<file path="src/tanimoto_fingerprint_score_assert.svh">
// ---------------------------------------------------------------------------
// Tanimoto fingerprint score: assertion macros
// Concurrent assertion wrappers, empty when SYNTHESIS is defined.
// ---------------------------------------------------------------------------
`ifndef TANIMOTO_FINGERPRINT_SCORE_ASSERT_SVH
`define TANIMOTO_FINGERPRINT_SCORE_ASSERT_SVH

`ifndef SYNTHESIS
`define TFS_ASSERT(lbl, clk, rst_n, prop) \
    lbl: assert property (@(posedge clk) disable iff (!rst_n) prop) \
        else $error("tfs assertion failed");
`define TFS_ASSERT_ALWAYS(lbl, clk, prop) \
    lbl: assert property (@(posedge clk) prop) \
        else $error("tfs assertion failed");
`else
`define TFS_ASSERT(lbl, clk, rst_n, prop)
`define TFS_ASSERT_ALWAYS(lbl, clk, prop)
`endif

`endif

</file>
<file path="src/tfs_pkg.sv">
// ---------------------------------------------------------------------------
// Tanimoto fingerprint score: package
// Widths, bounds, transaction types and helper functions.
// ---------------------------------------------------------------------------
package tfs_pkg;

    localparam int WORD_W    = 64;
    localparam int COUNT_W   = 13;
    localparam int SCORE_W   = 17;
    localparam int POP_W     = $clog2(WORD_W + 1);
    localparam int MAX_WORDS = 64;

    localparam int COUNT_MAX_I = (1 << COUNT_W) - 1;
    localparam int COUNT_CAP_I = (MAX_WORDS * WORD_W > COUNT_MAX_I) ?
                                 COUNT_MAX_I : MAX_WORDS * WORD_W;
    localparam logic [COUNT_W-1:0] COUNT_CAP = COUNT_W'(COUNT_CAP_I);

    localparam int Q_DEPTH  = 4;
    localparam int Q_PTR_W  = $clog2(Q_DEPTH);
    localparam int Q_CNT_W  = $clog2(Q_DEPTH + 1);

    localparam int DIV_STEPS  = SCORE_W;
    localparam int DIV_STEP_W = $clog2(DIV_STEPS);

    typedef struct packed {
        logic [WORD_W-1:0] query_word;
        logic [WORD_W-1:0] ref_word;
        logic              last_word;
    } t_in;

    typedef struct packed {
        logic [COUNT_W-1:0] and_count;
        logic [COUNT_W-1:0] or_count;
        logic [SCORE_W-1:0] score_q16;
        logic               empty_flag;
    } t_out;

    typedef struct packed {
        logic [COUNT_W-1:0] and_total;
        logic [COUNT_W-1:0] or_total;
    } t_job;

    typedef enum logic [1:0] {
        BK_IDLE,
        BK_DIV,
        BK_HOLD
    } t_back_state;

    // lane sums: 2-bit, 4-bit, byte, then folded into the low byte
    function automatic logic [POP_W-1:0] popcount(input logic [WORD_W-1:0] w);
        logic [WORD_W-1:0] x;
        x = (w & {(WORD_W/2){2'b01}}) + ((w >> 1) & {(WORD_W/2){2'b01}});
        x = (x & {(WORD_W/4){4'h3}}) + ((x >> 2) & {(WORD_W/4){4'h3}});
        x = (x & {(WORD_W/8){8'h0F}}) + ((x >> 4) & {(WORD_W/8){8'h0F}});
        x = x + (x >> 8);
        x = x + (x >> 16);
        x = x + (x >> 32);
        return x[POP_W-1:0];
    endfunction

    function automatic logic [COUNT_W-1:0] sat_add(input logic [COUNT_W-1:0] acc,
                                                   input logic [POP_W-1:0]   p);
        logic [COUNT_W:0] s;
        s = {1'b0, acc} + (COUNT_W + 1)'(p);
        return (s > {1'b0, COUNT_CAP}) ? COUNT_CAP : s[COUNT_W-1:0];
    endfunction

endpackage

</file>
<file path="src/tfs_front.sv">
// ---------------------------------------------------------------------------
// Tanimoto fingerprint score: front end
// Takes word pairs, keeps saturating AND/OR popcount totals, and queues a
// job on the last word of each reference.
// ---------------------------------------------------------------------------
`include "tanimoto_fingerprint_score_assert.svh"

module tfs_front (
    input  logic          i_clk,
    input  logic          i_rst_n,
    input  logic          push,
    output logic          full,
    input  tfs_pkg::t_in  i_item,
    input  logic          i_q_full,
    output logic          o_q_push,
    output tfs_pkg::t_job o_q_data
);
    import tfs_pkg::*;

    logic [COUNT_W-1:0] r_and, n_and;
    logic [COUNT_W-1:0] r_or, n_or;
    logic [COUNT_W-1:0] sum_and, sum_or;
    logic               accept;

    assign full   = i_q_full;
    assign accept = push && !i_q_full;

    assign sum_and = sat_add(r_and, popcount(i_item.query_word & i_item.ref_word));
    assign sum_or  = sat_add(r_or,  popcount(i_item.query_word | i_item.ref_word));

    assign o_q_push           = accept && i_item.last_word;
    assign o_q_data.and_total = sum_and;
    assign o_q_data.or_total  = sum_or;

    always_comb begin
        n_and = r_and;
        n_or  = r_or;
        if (accept) begin
            if (i_item.last_word) begin
                n_and = '0;
                n_or  = '0;
            end else begin
                n_and = sum_and;
                n_or  = sum_or;
            end
        end
    end

    always_ff @(posedge i_clk) begin
        if (!i_rst_n) begin
            r_and <= '0;
            r_or  <= '0;
        end else begin
            r_and <= n_and;
            r_or  <= n_or;
        end
    end

    `TFS_ASSERT(a_and_le_or, i_clk, i_rst_n, r_and <= r_or)
    `TFS_ASSERT(a_or_le_cap, i_clk, i_rst_n, r_or <= COUNT_CAP)
    `TFS_ASSERT(a_clear_after_last, i_clk, i_rst_n,
        (accept && i_item.last_word) |=> (r_and == '0 && r_or == '0))

endmodule

</file>
<file path="src/tfs_queue.sv">
// ---------------------------------------------------------------------------
// Tanimoto fingerprint score: job queue
// Small register queue between the accumulating front end and the divider.
// ---------------------------------------------------------------------------
`include "tanimoto_fingerprint_score_assert.svh"

module tfs_queue (
    input  logic          i_clk,
    input  logic          i_rst_n,
    input  logic          i_push,
    input  tfs_pkg::t_job i_data,
    output logic          o_full,
    output logic          o_vld,
    input  logic          i_pop,
    output tfs_pkg::t_job o_data
);
    import tfs_pkg::*;

    t_job               r_mem [Q_DEPTH];
    logic [Q_PTR_W-1:0] r_wr_ptr, n_wr_ptr;
    logic [Q_PTR_W-1:0] r_rd_ptr, n_rd_ptr;
    logic [Q_CNT_W-1:0] r_count, n_count;
    logic               do_push, do_pop;

    assign o_full  = (r_count == Q_CNT_W'(Q_DEPTH));
    assign o_vld   = (r_count != '0);
    assign o_data  = r_mem[r_rd_ptr];
    assign do_push = i_push && !o_full;
    assign do_pop  = i_pop && o_vld;

    always_comb begin
        n_wr_ptr = do_push ? Q_PTR_W'(r_wr_ptr + 1'b1) : r_wr_ptr;
        n_rd_ptr = do_pop  ? Q_PTR_W'(r_rd_ptr + 1'b1) : r_rd_ptr;
        n_count  = r_count;
        if (do_push && !do_pop) begin
            n_count = r_count + 1'b1;
        end else if (do_pop && !do_push) begin
            n_count = r_count - 1'b1;
        end
    end

    always_ff @(posedge i_clk) begin
        if (do_push) begin
            r_mem[r_wr_ptr] <= i_data;
        end
    end

    always_ff @(posedge i_clk) begin
        if (!i_rst_n) begin
            r_wr_ptr <= '0;
            r_rd_ptr <= '0;
            r_count  <= '0;
        end else begin
            r_wr_ptr <= n_wr_ptr;
            r_rd_ptr <= n_rd_ptr;
            r_count  <= n_count;
        end
    end

    `TFS_ASSERT(a_count_bound, i_clk, i_rst_n, r_count <= Q_CNT_W'(Q_DEPTH))
    `TFS_ASSERT(a_ptr_count, i_clk, i_rst_n,
        (r_count == '0 || r_count == Q_CNT_W'(Q_DEPTH)) |-> (r_wr_ptr == r_rd_ptr))

endmodule

</file>
<file path="src/tfs_back.sv">
// ---------------------------------------------------------------------------
// Tanimoto fingerprint score: back end
// Restoring divider, one quotient bit per cycle, and the result register.
// ---------------------------------------------------------------------------
`include "tanimoto_fingerprint_score_assert.svh"

module tfs_back (
    input  logic          i_clk,
    input  logic          i_rst_n,
    input  logic          i_q_vld,
    output logic          o_q_pop,
    input  tfs_pkg::t_job i_q_data,
    output logic          empty,
    input  logic          pop,
    output tfs_pkg::t_out o_item
);
    import tfs_pkg::*;

    t_back_state           r_state, n_state;
    logic [COUNT_W-1:0]    r_and, n_and;
    logic [COUNT_W-1:0]    r_or, n_or;
    logic [COUNT_W-1:0]    r_rem, n_rem;
    logic [SCORE_W-1:0]    r_bits, n_bits;
    logic [SCORE_W-1:0]    r_quo, n_quo;
    logic [DIV_STEP_W-1:0] r_step, n_step;
    logic                  r_zero, n_zero;
    t_out                  r_out, n_out;
    logic                  r_out_vld, n_out_vld;
    logic [COUNT_W:0]      trial;
    logic                  ge;

    assign empty  = !r_out_vld;
    assign o_item = r_out;

    // Dividend is and_total << 16; and_total <= or_total, so the upper
    // quotient bits are zero and the remainder starts at and_total >> 1.
    assign trial = {r_rem, r_bits[SCORE_W-1]};
    assign ge    = (trial >= {1'b0, r_or});

    always_comb begin
        n_state   = r_state;
        n_and     = r_and;
        n_or      = r_or;
        n_rem     = r_rem;
        n_bits    = r_bits;
        n_quo     = r_quo;
        n_step    = r_step;
        n_zero    = r_zero;
        n_out     = r_out;
        n_out_vld = r_out_vld && !pop;
        o_q_pop   = 1'b0;
        unique case (r_state)
            BK_IDLE: begin
                if (i_q_vld) begin
                    o_q_pop = 1'b1;
                    n_and   = i_q_data.and_total;
                    n_or    = i_q_data.or_total;
                    n_rem   = {1'b0, i_q_data.and_total[COUNT_W-1:1]};
                    n_bits  = {i_q_data.and_total[0], (SCORE_W - 1)'(0)};
                    n_quo   = '0;
                    n_step  = '0;
                    n_zero  = (i_q_data.or_total == '0);
                    n_state = (i_q_data.or_total == '0) ? BK_HOLD : BK_DIV;
                end
            end
            BK_DIV: begin
                n_rem  = ge ? COUNT_W'(trial - {1'b0, r_or}) : trial[COUNT_W-1:0];
                n_quo  = {r_quo[SCORE_W-2:0], ge};
                n_bits = {r_bits[SCORE_W-2:0], 1'b0};
                n_step = r_step + 1'b1;
                if (r_step == DIV_STEP_W'(DIV_STEPS - 1)) begin
                    n_state = BK_HOLD;
                end
            end
            BK_HOLD: begin
                if (!r_out_vld || pop) begin
                    n_out.and_count  = r_and;
                    n_out.or_count   = r_or;
                    n_out.score_q16  = r_zero ? '0 : r_quo;
                    n_out.empty_flag = r_zero;
                    n_out_vld        = 1'b1;
                    n_state          = BK_IDLE;
                end
            end
            default: begin
                n_state = BK_IDLE;
            end
        endcase
    end

    always_ff @(posedge i_clk) begin
        if (!i_rst_n) begin
            r_state   <= BK_IDLE;
            r_out_vld <= 1'b0;
        end else begin
            r_state   <= n_state;
            r_out_vld <= n_out_vld;
        end
    end

    always_ff @(posedge i_clk) begin
        r_and  <= n_and;
        r_or   <= n_or;
        r_rem  <= n_rem;
        r_bits <= n_bits;
        r_quo  <= n_quo;
        r_step <= n_step;
        r_zero <= n_zero;
        r_out  <= n_out;
    end

    `TFS_ASSERT(a_rem_lt_div, i_clk, i_rst_n, (r_state == BK_DIV) |-> (r_rem < r_or))
    `TFS_ASSERT(a_score_range, i_clk, i_rst_n,
        r_out_vld |-> (r_out.score_q16 <= SCORE_W'(1 << 16)))
    `TFS_ASSERT(a_empty_flag, i_clk, i_rst_n,
        r_out_vld |-> (r_out.empty_flag == (r_out.or_count == '0)))

endmodule

</file>
<file path="src/tanimoto_fingerprint_score.sv">
// ---------------------------------------------------------------------------
// Tanimoto fingerprint score: top level
// Tanimoto similarity of bit fingerprints streamed one 64-bit word pair at a
// time.
//
// Input channel: push/full. Each transaction carries a query word, the
// matching reference word and last_word. The front end adds the popcounts
// of AND and OR to saturating totals in the cycle of acceptance, so one
// word is taken every cycle while the job queue has room.
// On last_word the totals go into a four-entry job queue and clear.
// Output channel: empty/pop. The back end runs a restoring divider, one
// quotient bit per cycle, then loads the result register once it is free.
// The divider works on one job at a time and pops the next job from the
// queue only after loading the previous result, so the queue absorbs
// references that end while a division is still running.
// If the receiver stalls, the result register holds, the divider waits,
// and after four more queued references full rises.
// Reset (synchronous, active low) clears the totals, the queue and the
// result valid flag.
// ---------------------------------------------------------------------------
module tanimoto_fingerprint_score (
    input  logic          i_clk,
    input  logic          i_rst_n,
    input  logic          push,
    output logic          full,
    input  tfs_pkg::t_in  i_item,
    output logic          empty,
    input  logic          pop,
    output tfs_pkg::t_out o_item
);
    import tfs_pkg::*;

    logic q_push, q_full, q_vld, q_pop;
    t_job q_wdata, q_rdata;

    tfs_front u_front (
        .i_clk    (i_clk),
        .i_rst_n  (i_rst_n),
        .push     (push),
        .full     (full),
        .i_item   (i_item),
        .i_q_full (q_full),
        .o_q_push (q_push),
        .o_q_data (q_wdata)
    );

    tfs_queue u_queue (
        .i_clk   (i_clk),
        .i_rst_n (i_rst_n),
        .i_push  (q_push),
        .i_data  (q_wdata),
        .o_full  (q_full),
        .o_vld   (q_vld),
        .i_pop   (q_pop),
        .o_data  (q_rdata)
    );

    tfs_back u_back (
        .i_clk    (i_clk),
        .i_rst_n  (i_rst_n),
        .i_q_vld  (q_vld),
        .o_q_pop  (q_pop),
        .i_q_data (q_rdata),
        .empty    (empty),
        .pop      (pop),
        .o_item   (o_item)
    );

endmodule
</file>
<file path="config.mk">
export PLATFORM = sky130hd
export DESIGN_NAME = tanimoto_fingerprint_score
export DESIGN_NICKNAME = d
export VERILOG_FILES = /design/src/tfs_pkg.sv /design/src/tfs_front.sv /design/src/tfs_queue.sv /design/src/tfs_back.sv /design/src/tanimoto_fingerprint_score.sv
export VERILOG_INCLUDE_DIRS = /design/src /design/src/src
export SDC_FILE = /design/constraint.sdc
export NUM_CORES = 1
export LEC_CHECK = 0
export BUFFER_PORTS_ARGS = -buffer_cell sky130_fd_sc_hd__buf_4
export CAP_MARGIN = 20
export CORE_AREA = 3 3 264 266
export CTS_BUF_LIST = sky130_fd_sc_hd__clkbuf_16
export CTS_CLUSTER_DIAMETER = 150
export CTS_CLUSTER_SIZE = 40
export DETAILED_ROUTE_END_ITERATION = 12
export DIE_AREA = 0 0 267 269
export GPL_TIMING_DRIVEN = 1
export PLACE_DENSITY = 0.47
export RECOVER_POWER = 100
export SLEW_MARGIN = 25
export SYNTH_ARGS = -nofsm -noshare
export SYNTH_HDL_FRONTEND = slang
export SYNTH_SLANG_ARGS = --single-unit
</file>
<file path="constraint.sdc">
create_clock -name i_clk -period 7.9 [get_ports i_clk]
set_clock_uncertainty 0.15 [all_clocks]
set_input_delay 0.395 -clock i_clk [delete_from_list [all_inputs] [get_ports i_clk]]
set_output_delay 0.395 -clock i_clk [all_outputs]
set_load 0.03 [all_outputs]
</file>
Yosys cells after proc, flatten, opt, wreduce, memory -nomap -nowiden
Memory sizes are Yosys's and may differ from the RTL's. A register that Yosys moved wholly into a read port is not among the register bits.
Index checks and enable logic that the tools add are counted.
{"block": "classes", "addsub": 20, "magnitude_cmp": 3, "eq_ne": 7, "mux": 28, "bitwise": 2, "n_reduce_logical": 22}
{"cell": "$add 63x63->64", "n": 2}
{"cell": "$add 62x62->63", "n": 2}
{"cell": "$add 60x59->61", "n": 2}
{"cell": "$add 55x53->55", "n": 2}
{"cell": "$add 39x39->39", "n": 2}
{"cell": "$mux 13", "n": 6}
{"cell": "$pmux 17 s2", "n": 2}
{"cell": "$and 64x64->64", "n": 1}
{"cell": "$or 64x64->64", "n": 1}
{"cell": "$mux 17", "n": 2}
{"cell": "$add 13x7->14", "n": 2}
{"cell": "$gt 14x13->1 const B", "n": 2}
{"cell": "$pmux 13 s2", "n": 1}
{"cell": "$add 7x7->7", "n": 2}
{"cell": "$ge 14x13->1", "n": 1}
{"cell": "$logic_not 13->1", "n": 1}
{"cell": "$sub 13x13->13", "n": 1}
{"cell": "$mux 2", "n": 6}
{"cell": "$pmux 5 s2", "n": 1}
{"cell": "$logic_and 1x1->1", "n": 7}
{"cell": "$mux 1", "n": 6}
{"cell": "$mux 3", "n": 2}
{"cell": "$pmux 2 s3", "n": 1}
{"cell": "$reduce_and 2->1", "n": 3}
{"cell": "other kinds (17)", "n": 24}
{"block": "totals", "regBits": 159, "ram_bits": 104, "inputBits": 133, "out_inout_bits": 46, "elab_cells": 101, "memories": 1}
{"name": "u_queue.r_mem", "depth": 4, "width": 26, "read_ports": 1, "rd_clocked_by_memory_dff": 1, "write_ports": 1, "line_no": "tfs_queue.sv:19", "text": "t_job r_mem [Q_DEPTH];"}

Longest topological paths before layout
Gate-level depths: netlist of the first run.
{"block": "depth", "depth_word": 11, "depth_mapped": 30, "mapped_depth_nobuf": 29}

By module
A second synthesis of the first run with hierarchy kept.
{"block": "unflattened", "cells_unflattened": 1374, "area_unflattened_um2": 17066.4}
{"module": "tfs_front", "instances": 1, "cells_each": 853, "area_each_um2": 8059.0, "seq_area_each_um2": 520.5}
{"module": "tfs_back", "instances": 1, "cells_each": 337, "area_each_um2": 4719.5, "seq_area_each_um2": 3273.1}
{"module": "tfs_queue", "instances": 1, "cells_each": 184, "area_each_um2": 4287.9, "seq_area_each_um2": 3303.2}

Worst setup path before layout of the first run
No wires, ideal clock.
{"block": "synth_path", "path_kind": "input port to flip-flop", "start": "input port i_item[29] in the netlist's numbering", "end": "memory u_queue.r_mem[0][10] in the netlist's numbering, data pin", "setup_time_ns": 0.264, "arrival_time_ns": 6.347, "required_time_ns": 7.486, "path_slack_ns": 1.138, "path_stages": 24, "n_path_buf": 1, "cell_sequence": "or2_2 > ha_1 > ha_1 > fa_1 > inv_1 > fa_1 > inv_1 > fa_1 > fa_1 > fa_1 > a21o_1 > a21oi_1 > nor2b_1 > o21ai_0 > nand2b_1 > ha_1 > nor2_1 > nor3b_2 > and4_1 > a21oi_1 > a41o_1 > a31oi_2 > buf_2 > nor2_1"}
{"item": "start, declared", "line_no": "tanimoto_fingerprint_score.sv:26", "text": "input tfs_pkg::t_in i_item,"}
{"item": "end, declared", "line_no": "tfs_queue.sv:19"}

Final worst setup path of the first run
{"block": "layout_path", "start": "input port i_item[61] in the netlist's numbering", "end": "register u_front.r_or[0]"}
{"block": "layout_between", "elab_chain_cells": 11}
{"item": "$or 64x64->64 *", "line_no": "tfs_front.sv:29", "text": "assign sum_or = sat_add(r_or, popcount(i_item.query_word | i_item.ref_word));"}
{"item": "$add 63x63->64 *", "line_no": "tfs_pkg.sv:52", "text": "x = (w & {(WORD_W/2){2'b01}}) + ((w >> 1) & {(WORD_W/2){2'b01}});"}
{"item": "$add 62x62->63 *", "line_no": "tfs_pkg.sv:53", "text": "x = (x & {(WORD_W/4){4'h3}}) + ((x >> 2) & {(WORD_W/4){4'h3}});"}
{"item": "$add 60x59->61 *", "line_no": "tfs_pkg.sv:54", "text": "x = (x & {(WORD_W/8){8'h0F}}) + ((x >> 4) & {(WORD_W/8){8'h0F}});"}
{"item": "$add 55x53->55 *", "line_no": "tfs_pkg.sv:55", "text": "x = x + (x >> 8);"}
{"item": "$add 39x39->39 *", "line_no": "tfs_pkg.sv:56", "text": "x = x + (x >> 16);"}
{"item": "$add 7x7->7 *", "line_no": "tfs_pkg.sv:57", "text": "x = x + (x >> 32);"}
{"item": "$add 13x7->14 *", "line_no": "tfs_pkg.sv:64", "text": "s = {1'b0, acc} + (COUNT_W + 1)'(p);"}
{"item": "$gt 14x13->1", "line_no": "tfs_pkg.sv:65", "text": "return (s > {1'b0, COUNT_CAP}) ? COUNT_CAP : s[COUNT_W-1:0];"}
{"item": "$mux 13 *", "line_no": "tfs_pkg.sv:65"}
{"item": "$mux 13 *", "line_no": "tfs_front.sv:39", "text": "if (i_item.last_word) begin"}
{"item": "end signal, assigned", "line_no": "tfs_front.sv:55", "text": "r_or <= n_or;"}
{"item": "end, declared", "line_no": "tfs_front.sv:21", "text": "logic [COUNT_W-1:0] r_or, n_or;"}
Mark *: on every way between the ends. The rest lies on a longest branch, timed or not.
A chain may end at the register's enable or synchronous reset.

==> impl_metrics.tcl, run 1 <==
set metrics [dict create \
    synth.area.top_cells "edfxtp_1, ha_1, fa_1, dfxtp_1, mux4_2" \
    start_kind "input port" \
    grt_antenna_before_repair 0 \
    syn_nets 1825 \
    outcome "finished with violations" \
    globalRoute.totalOverflow 0 \
    reg2reg_depth 7 \
    cts_root_buffer "clkbuf_16" \
    drt_iter0_markers 355 \
    clockBufferDepth 3 \
    async_flop_share_pct 0 \
    violations "capacitance limit, slew limit" \
    postCtsSetupBuffers 0 \
    crit_fanout 10 \
    port_buffers 178 \
    slew_headroom_pct -60.9 \
    num_antenna_cells 0 \
    ys_ff_latch 249 \
    synth_largest_area_cell "edfxtp_1" \
    drive_above_1_share_pct 16.0 \
    gp_congestion 0.812 \
    r2r_slack_ns 3.05 \
    r2r_end "u_back.r_state[1]" \
    drv_slew 140 \
    cp_common_cell "fa_1" \
    startpoint "i_item[61]" \
    finalSetupViolCount 0 \
    critical-path-top-delay-family "adder cells" \
    wl_per_cell_um 14.8 \
    critPathBufInv 4 \
    postSynthAreaPerCell_um2 12.2 \
    synth_cells 1384 \
    setup_tns_ns 0 \
    hold_violations 0 \
    hold_buffers 0 \
    dp_hpwl_um 28900 \
    grt_pass1_vias 11220 \
    vias 10613 \
    min_path_type "input port to flip-flop" \
    fp.dieW_um 267 \
    fmax_mhz 142 \
    io_pins 179 \
    critPathKind "input port to flip-flop" \
    cts_tree "built" \
    grt_max_degree 45 \
    synth_edf_count 211 \
    synth_cell_types 73 \
    fp-row-count 95 \
    synth_area_mm2 0.0169 \
    clkLatencyLatePin_ns 0.50 \
    dr.pass1.iters 5 \
    start_util_pct 25.1 \
    postRouteWirelength_um 36000 \
    yosysWarnings 0 \
    die_area_mm2 0.0718 \
    worstPathArrival_ns 7.27 \
    cts_num_sinks 249 \
    areaGrowthSynthToFinish_pct 14.7 \
    tightest_slew_ns 2.41 \
    whs_path_depth 3 \
    grt_pass1_wl_um 57600 \
    nFillCells 6942 \
    gr-usage-all-layers_pct 9.82 \
    cpMaxStageDelayCell "fa_1" \
    ant_nets 0 \
    drv_cap 4 \
    ctsResizeCount 0 \
    slowest_delay_ns 0.59 \
    grt_setup_unrepaired "no" \
    finalCriticalPeriod_ns 7.06 \
    nNetsFinal 1996 \
    core_mm2 0.0673 \
    drc 0 \
    crit_end "u_front.r_or[0]" \
    cts_buffers 10 \
    dieHeight_um 269 \
    synth_top_area_share_pct 37.5 \
    finalCritPeriodShare_pct 89.4 \
    cts_max_level 1 \
    cp_data_required_time_ns 8.11 \
    final_cell_mix "ha_1, edfxtp_1, buf_4, inv_1" \
    synth-seq-area-share_pct 42.0 \
    routed_via_density 4.36 \
    cp-end-kind "flip-flop" \
    clkTransAtPathRegs_ns 0.14 \
    path_depth 25 \
    synth_top_flop_cell "edfxtp_1" \
    final_common_cell "ha_1" \
]
worst min-delay path, delay by kind of cell:
family | cells | cell delay [ns]
AND/OR/NAND/NOR | 1 | 0.12
buffers and inverters | 1 | 0.08
AO/OA/AOI/OAI | 1 | 0.07
registers in the layout, indices dropped and copies added, names as in the netlist, 3 cells and up, named ones only:
signal           flops
u_queue.r_mem      104
u_back.o_item       44
u_back.r_quo        17
u_back.r_and        13
u_back.r_or         13
u_back.r_rem        13
u_front.r_and       13
u_front.r_or        13
u_back.r_step        5
u_queue.r_count      3
worst min-delay path by stage:
stage,from,to,slack (ns)
floorplan,u_back.r_and[0],u_back.o_item[31],0.25
global placement,u_back.r_and[9],u_back.o_item[40],0.25
detailed placement,u_back.r_and[11],u_back.o_item[42],0.26
CTS,pop,u_back.r_out_vld,0.05
global route,pop,u_back.r_out_vld,0.06
finish,pop,u_back.r_out_vld,0.05
cell type report:
type                            count  area [um2]  area share (%)
Clock buffer                       11         275            1.42
Clock inverter                      5        45.0           0.233
Inverter                           85         319            1.65
Multi-Input combinational cell   1023        9320            48.2
Sequential cell                   249        7100            36.7
Tap cell                          873        1090            5.64
Timing Repair Buffer              186        1210            6.24
logic make-up (layout without fill, tap and decap cells):
kind of cell | Yosys count | after routing | share of synthesized area [%]
AO/OA/AOI/OAI | 222 | 222 | 9.00
XOR/XNOR | 84 | 84 | 4.36
adder cells (fa/ha/maj) | 308 | 308 | 25.8
buffers and inverters | 112 | 287 | 2.62
flip-flops | 249 | 249 | 42.0
multiplexers | 29 | 29 | 3.65
AND/OR/NAND/NOR | 380 | 380 | 12.6
cell usage after synthesis, types with 6 or more instances:
library cell  instances
ha_1                242
edfxtp_1            211
and2_1               87
inv_1                83
a21o_1               71
nor2_1               71
fa_1                 66
or2_2                65
a21oi_1              52
xnor2_1              51
nand2_1              46
dfxtp_1              38
xor2_1               33
nor2b_1              27
mux4_2               26
nand3_1              21
clkbuf_1             20
o21ai_0              19
o31ai_1              17
nand2b_1             12
nor3_1               11
a31oi_1               9
and3_1                6
o21ai_1               6
per-layer routing:
layer	track usage [%]	vias up	wire, um
li1	-	5330	-
met1	13.1	5074	16800
met2	17.4	182	17400
met3	0.958	27	1270
met4	1.79	0	549
met5	0	-	0
per-stage QoR:
stage	hold WS (ns)	util, %	cells	setup slack [ns]	area (um2)
after detailed placement	0.255	28.6	2416	0.436	19300
final	0.0536	28.8	2432	0.838	19400
after global placement	0.251	28.6	2416	0.441	19300
after global routing	0.0645	28.8	2432	0.313	19400
after floorplan	0.250	-	1384	1.14	16900
after CTS	0.0460	29.1	2432	0.954	19600
Power of run 1 is left out: the tool's default activity adds up to more than one toggle a clock period on the data nets, which glitch-free logic cannot reach.
==> run 2, diff against run 1 <==
--- a/config.mk
+++ b/config.mk
@@ -6,14 +6,15 @@
 export SDC_FILE = /design/constraint.sdc
 export NUM_CORES = 1
 export LEC_CHECK = 0
+export ABC_AREA = 1
 export BUFFER_PORTS_ARGS = -buffer_cell sky130_fd_sc_hd__buf_4
 export CAP_MARGIN = 20
-export CORE_AREA = 3 3 264 266
+export CORE_AREA = 3 3 268 270
 export CTS_BUF_LIST = sky130_fd_sc_hd__clkbuf_16
 export CTS_CLUSTER_DIAMETER = 150
 export CTS_CLUSTER_SIZE = 40
 export DETAILED_ROUTE_END_ITERATION = 12
-export DIE_AREA = 0 0 267 269
+export DIE_AREA = 0 0 271 273
 export GPL_TIMING_DRIVEN = 1
 export PLACE_DENSITY = 0.47
 export RECOVER_POWER = 100
==> run 2 against run 1 <==
  * The flow still finishes with violations (capacitance limit, slew limit)
  * Utilization decreased by 0.32 points
  * Wire length is 5.0% higher
  * Sequential share of layout area is 0.93 points lower
  * Critical path depth grew 7
  * Setup slack gained 0.069 ns
  * Worst hold slack worse by 0.017 ns
  * Cell count increased by 20%
  * Global-route usage increased by 0.25 points
  * Count of clock-buffer cells in the layout unchanged
==> impl_metrics.tcl, run 2 <==
set metrics [dict create \
    outcome "finished with violations" \
    violations "capacitance limit, slew limit" \
    postCtsSetupBuffers 0 \
    synth_top_flop_cell "edfxtp_1" \
    ant_nets 0 \
    finalCriticalPeriod_ns 6.99 \
    largest_register_ffs 104 \
    grt_setup_unrepaired "no" \
    fmax_mhz 143 \
    io_pins 179 \
    die_area_mm2 0.0740 \
    crit_fanout 13 \
    drive_above_1_share_pct 11.1 \
    worstPathArrival_ns 7.07 \
    cts_root_buffer "clkbuf_16" \
    tightest_slew_ns 2.70 \
    crit_end "u_queue.r_mem[2][8]" \
    routed_via_density 4.19 \
    cpMaxStageDelayCell "fa_1" \
    yosysWarnings 0 \
    grt_max_degree 60 \
    vias 12241 \
    grt_pass1_wl_um 62600 \
    dr.pass1.iters 5 \
    wl_per_cell_um 12.9 \
    grt_pass1_vias 12593 \
    clkTransAtPathRegs_ns 0.14 \
    slew_headroom_pct -80.8 \
    num_antenna_cells 0 \
    clkLatencyLatePin_ns 0.49 \
    cts_buffers 10 \
    cp-end-kind "flip-flop" \
    synth-seq-area-share_pct 41.0 \
    min_path_type "input port to flip-flop" \
    port_buffers 178 \
    synthTopCellsByCount "nand2_1, inv_1, ha_1, edfxtp_1, nor2_1" \
    synth_cells 1814 \
    final_common_cell "nand2_1" \
    synth_cell_types 44 \
    start_util_pct 24.8 \
    drv_cap 9 \
    yosysMostFrequentCell "nand2_1" \
    globalRoute.totalOverflow 0 \
    r2r_slack_ns 2.50 \
    hold_violations 0 \
    clockBufferDepth 3 \
    dieHeight_um 273 \
    synth_largest_area_cell "edfxtp_1" \
    drt_iter0_markers 492 \
    dp_hpwl_um 29900 \
    finalCritPeriodShare_pct 88.5 \
    gp_congestion 0.841 \
    fp-row-count 97 \
    postSynthAreaPerCell_um2 9.55 \
    ctsResizeCount 0 \
    r2r_end "u_back.r_state[0]" \
    startpoint "i_item[29]" \
    cp_data_required_time_ns 7.98 \
    synth_edf_count 211 \
    final_cell_mix "nand2_1, inv_1, ha_1, edfxtp_1, nor2_1" \
    synth.area.top_cells "edfxtp_1, ha_1, fa_1, nand2_1, inv_1" \
    synth_area_mm2 0.0173 \
    cts_num_sinks 249 \
    cp_common_cell "ha_1" \
    drc 0 \
    critPathKind "input port to flip-flop" \
    top_register "u_queue.r_mem" \
    core_mm2 0.0698 \
    fp.dieW_um 271 \
    reg2reg_depth 8 \
    hold_buffers 0 \
    finalSetupViolCount 0 \
    cts_tree "built" \
    gr-usage-all-layers_pct 10.1 \
    postRouteWirelength_um 37800 \
    start_kind "input port" \
    slowest_delay_ns 0.54 \
    synth_top_area_share_pct 36.6 \
    async_flop_share_pct 0 \
    syn_nets 2255 \
    cts_max_level 1 \
    grt_antenna_before_repair 0 \
    setup_tns_ns 0 \
    drv_slew 318 \
    nNetsFinal 2421 \
    ys_ff_latch 249 \
    areaGrowthSynthToFinish_pct 14.7 \
]
==> run 2: metal layers <==
layer | track usage, % | vias up | wire length (um)
li1 | - | 6350 | -
met1 | 13.2 | 5649 | 17600
met2 | 18.2 | 208 | 18300
met3 | 1.08 | 34 | 1320
met4 | 1.42 | 0 | 439
met5 | 0 | - | 0
==> run 2: kinds of logic after synthesis <==
| logic type | Yosys count | share of synthesized area [%] |
|---|---|---|
| buffers and inverters | 305 | 6.70 |
| AOI/OAI and AO/OA | 228 | 7.27 |
| adders and majority gates | 308 | 25.1 |
| xor gates and xnor gates | 68 | 3.44 |
| and+or+nand+nor | 656 | 16.5 |
| DFF | 249 | 41.0 |
==> run 2: critical path, delay by kind of cell <==
kind	cells	cell delay (ns)
xor gates and xnor gates	2	0.34
AOI/OAI and AO/OA	4	0.49
and+or+nand+nor	12	2.12
adders and majority gates	8	3.07
buffers and inverters	6	0.66
==> run 2: worst min path at each step <==
stage | startpoint | end | slack, ns | depth (start not counted)
finish | i_rst_n | u_back.r_out_vld | 0.04 | 2
global route | i_rst_n | u_back.r_out_vld | 0.01 | 2
CTS | i_rst_n | u_back.r_out_vld | 0.01 | 2
detailed placement | u_back.r_and[6] | u_back.o_item[37] | 0.26 | 0
global placement | u_back.r_and[11] | u_back.o_item[42] | 0.25 | 0
floorplan | u_back.r_and[0] | u_back.o_item[31] | 0.25 | 0
==> run 2: final cells by class <==
cell class / count / area [um2]
fill: 7275 / 49900
multi-input combinational: 1260 / 9050
sequential: 249 / 7100
timing repair buffer: 187 / 1200
tap: 940 / 1180
inverter: 272 / 1020
clock buffer: 11 / 275
clock inverter: 5 / 45.0
==> run 2: metrics by stage <==
step | hold slack (ns) | cells | instance area, um2 | util [%] | setup WS, ns
3_3_place_gp | 0.253 | 2908 | 19800 | 28.4 | 0.651
6_report | 0.0371 | 2924 | 19900 | 28.5 | 0.907
2_1_floorplan | 0.250 | 1814 | 17300 | - | 1.48
5_1_grt | 0.0101 | 2924 | 19900 | 28.5 | 0.288
3_5_place_dp | 0.259 | 2908 | 19800 | 28.4 | 0.544
4_1_cts | 0.0139 | 2924 | 20100 | 28.8 | 1.06
Power of run 2 is left out for the same reason.
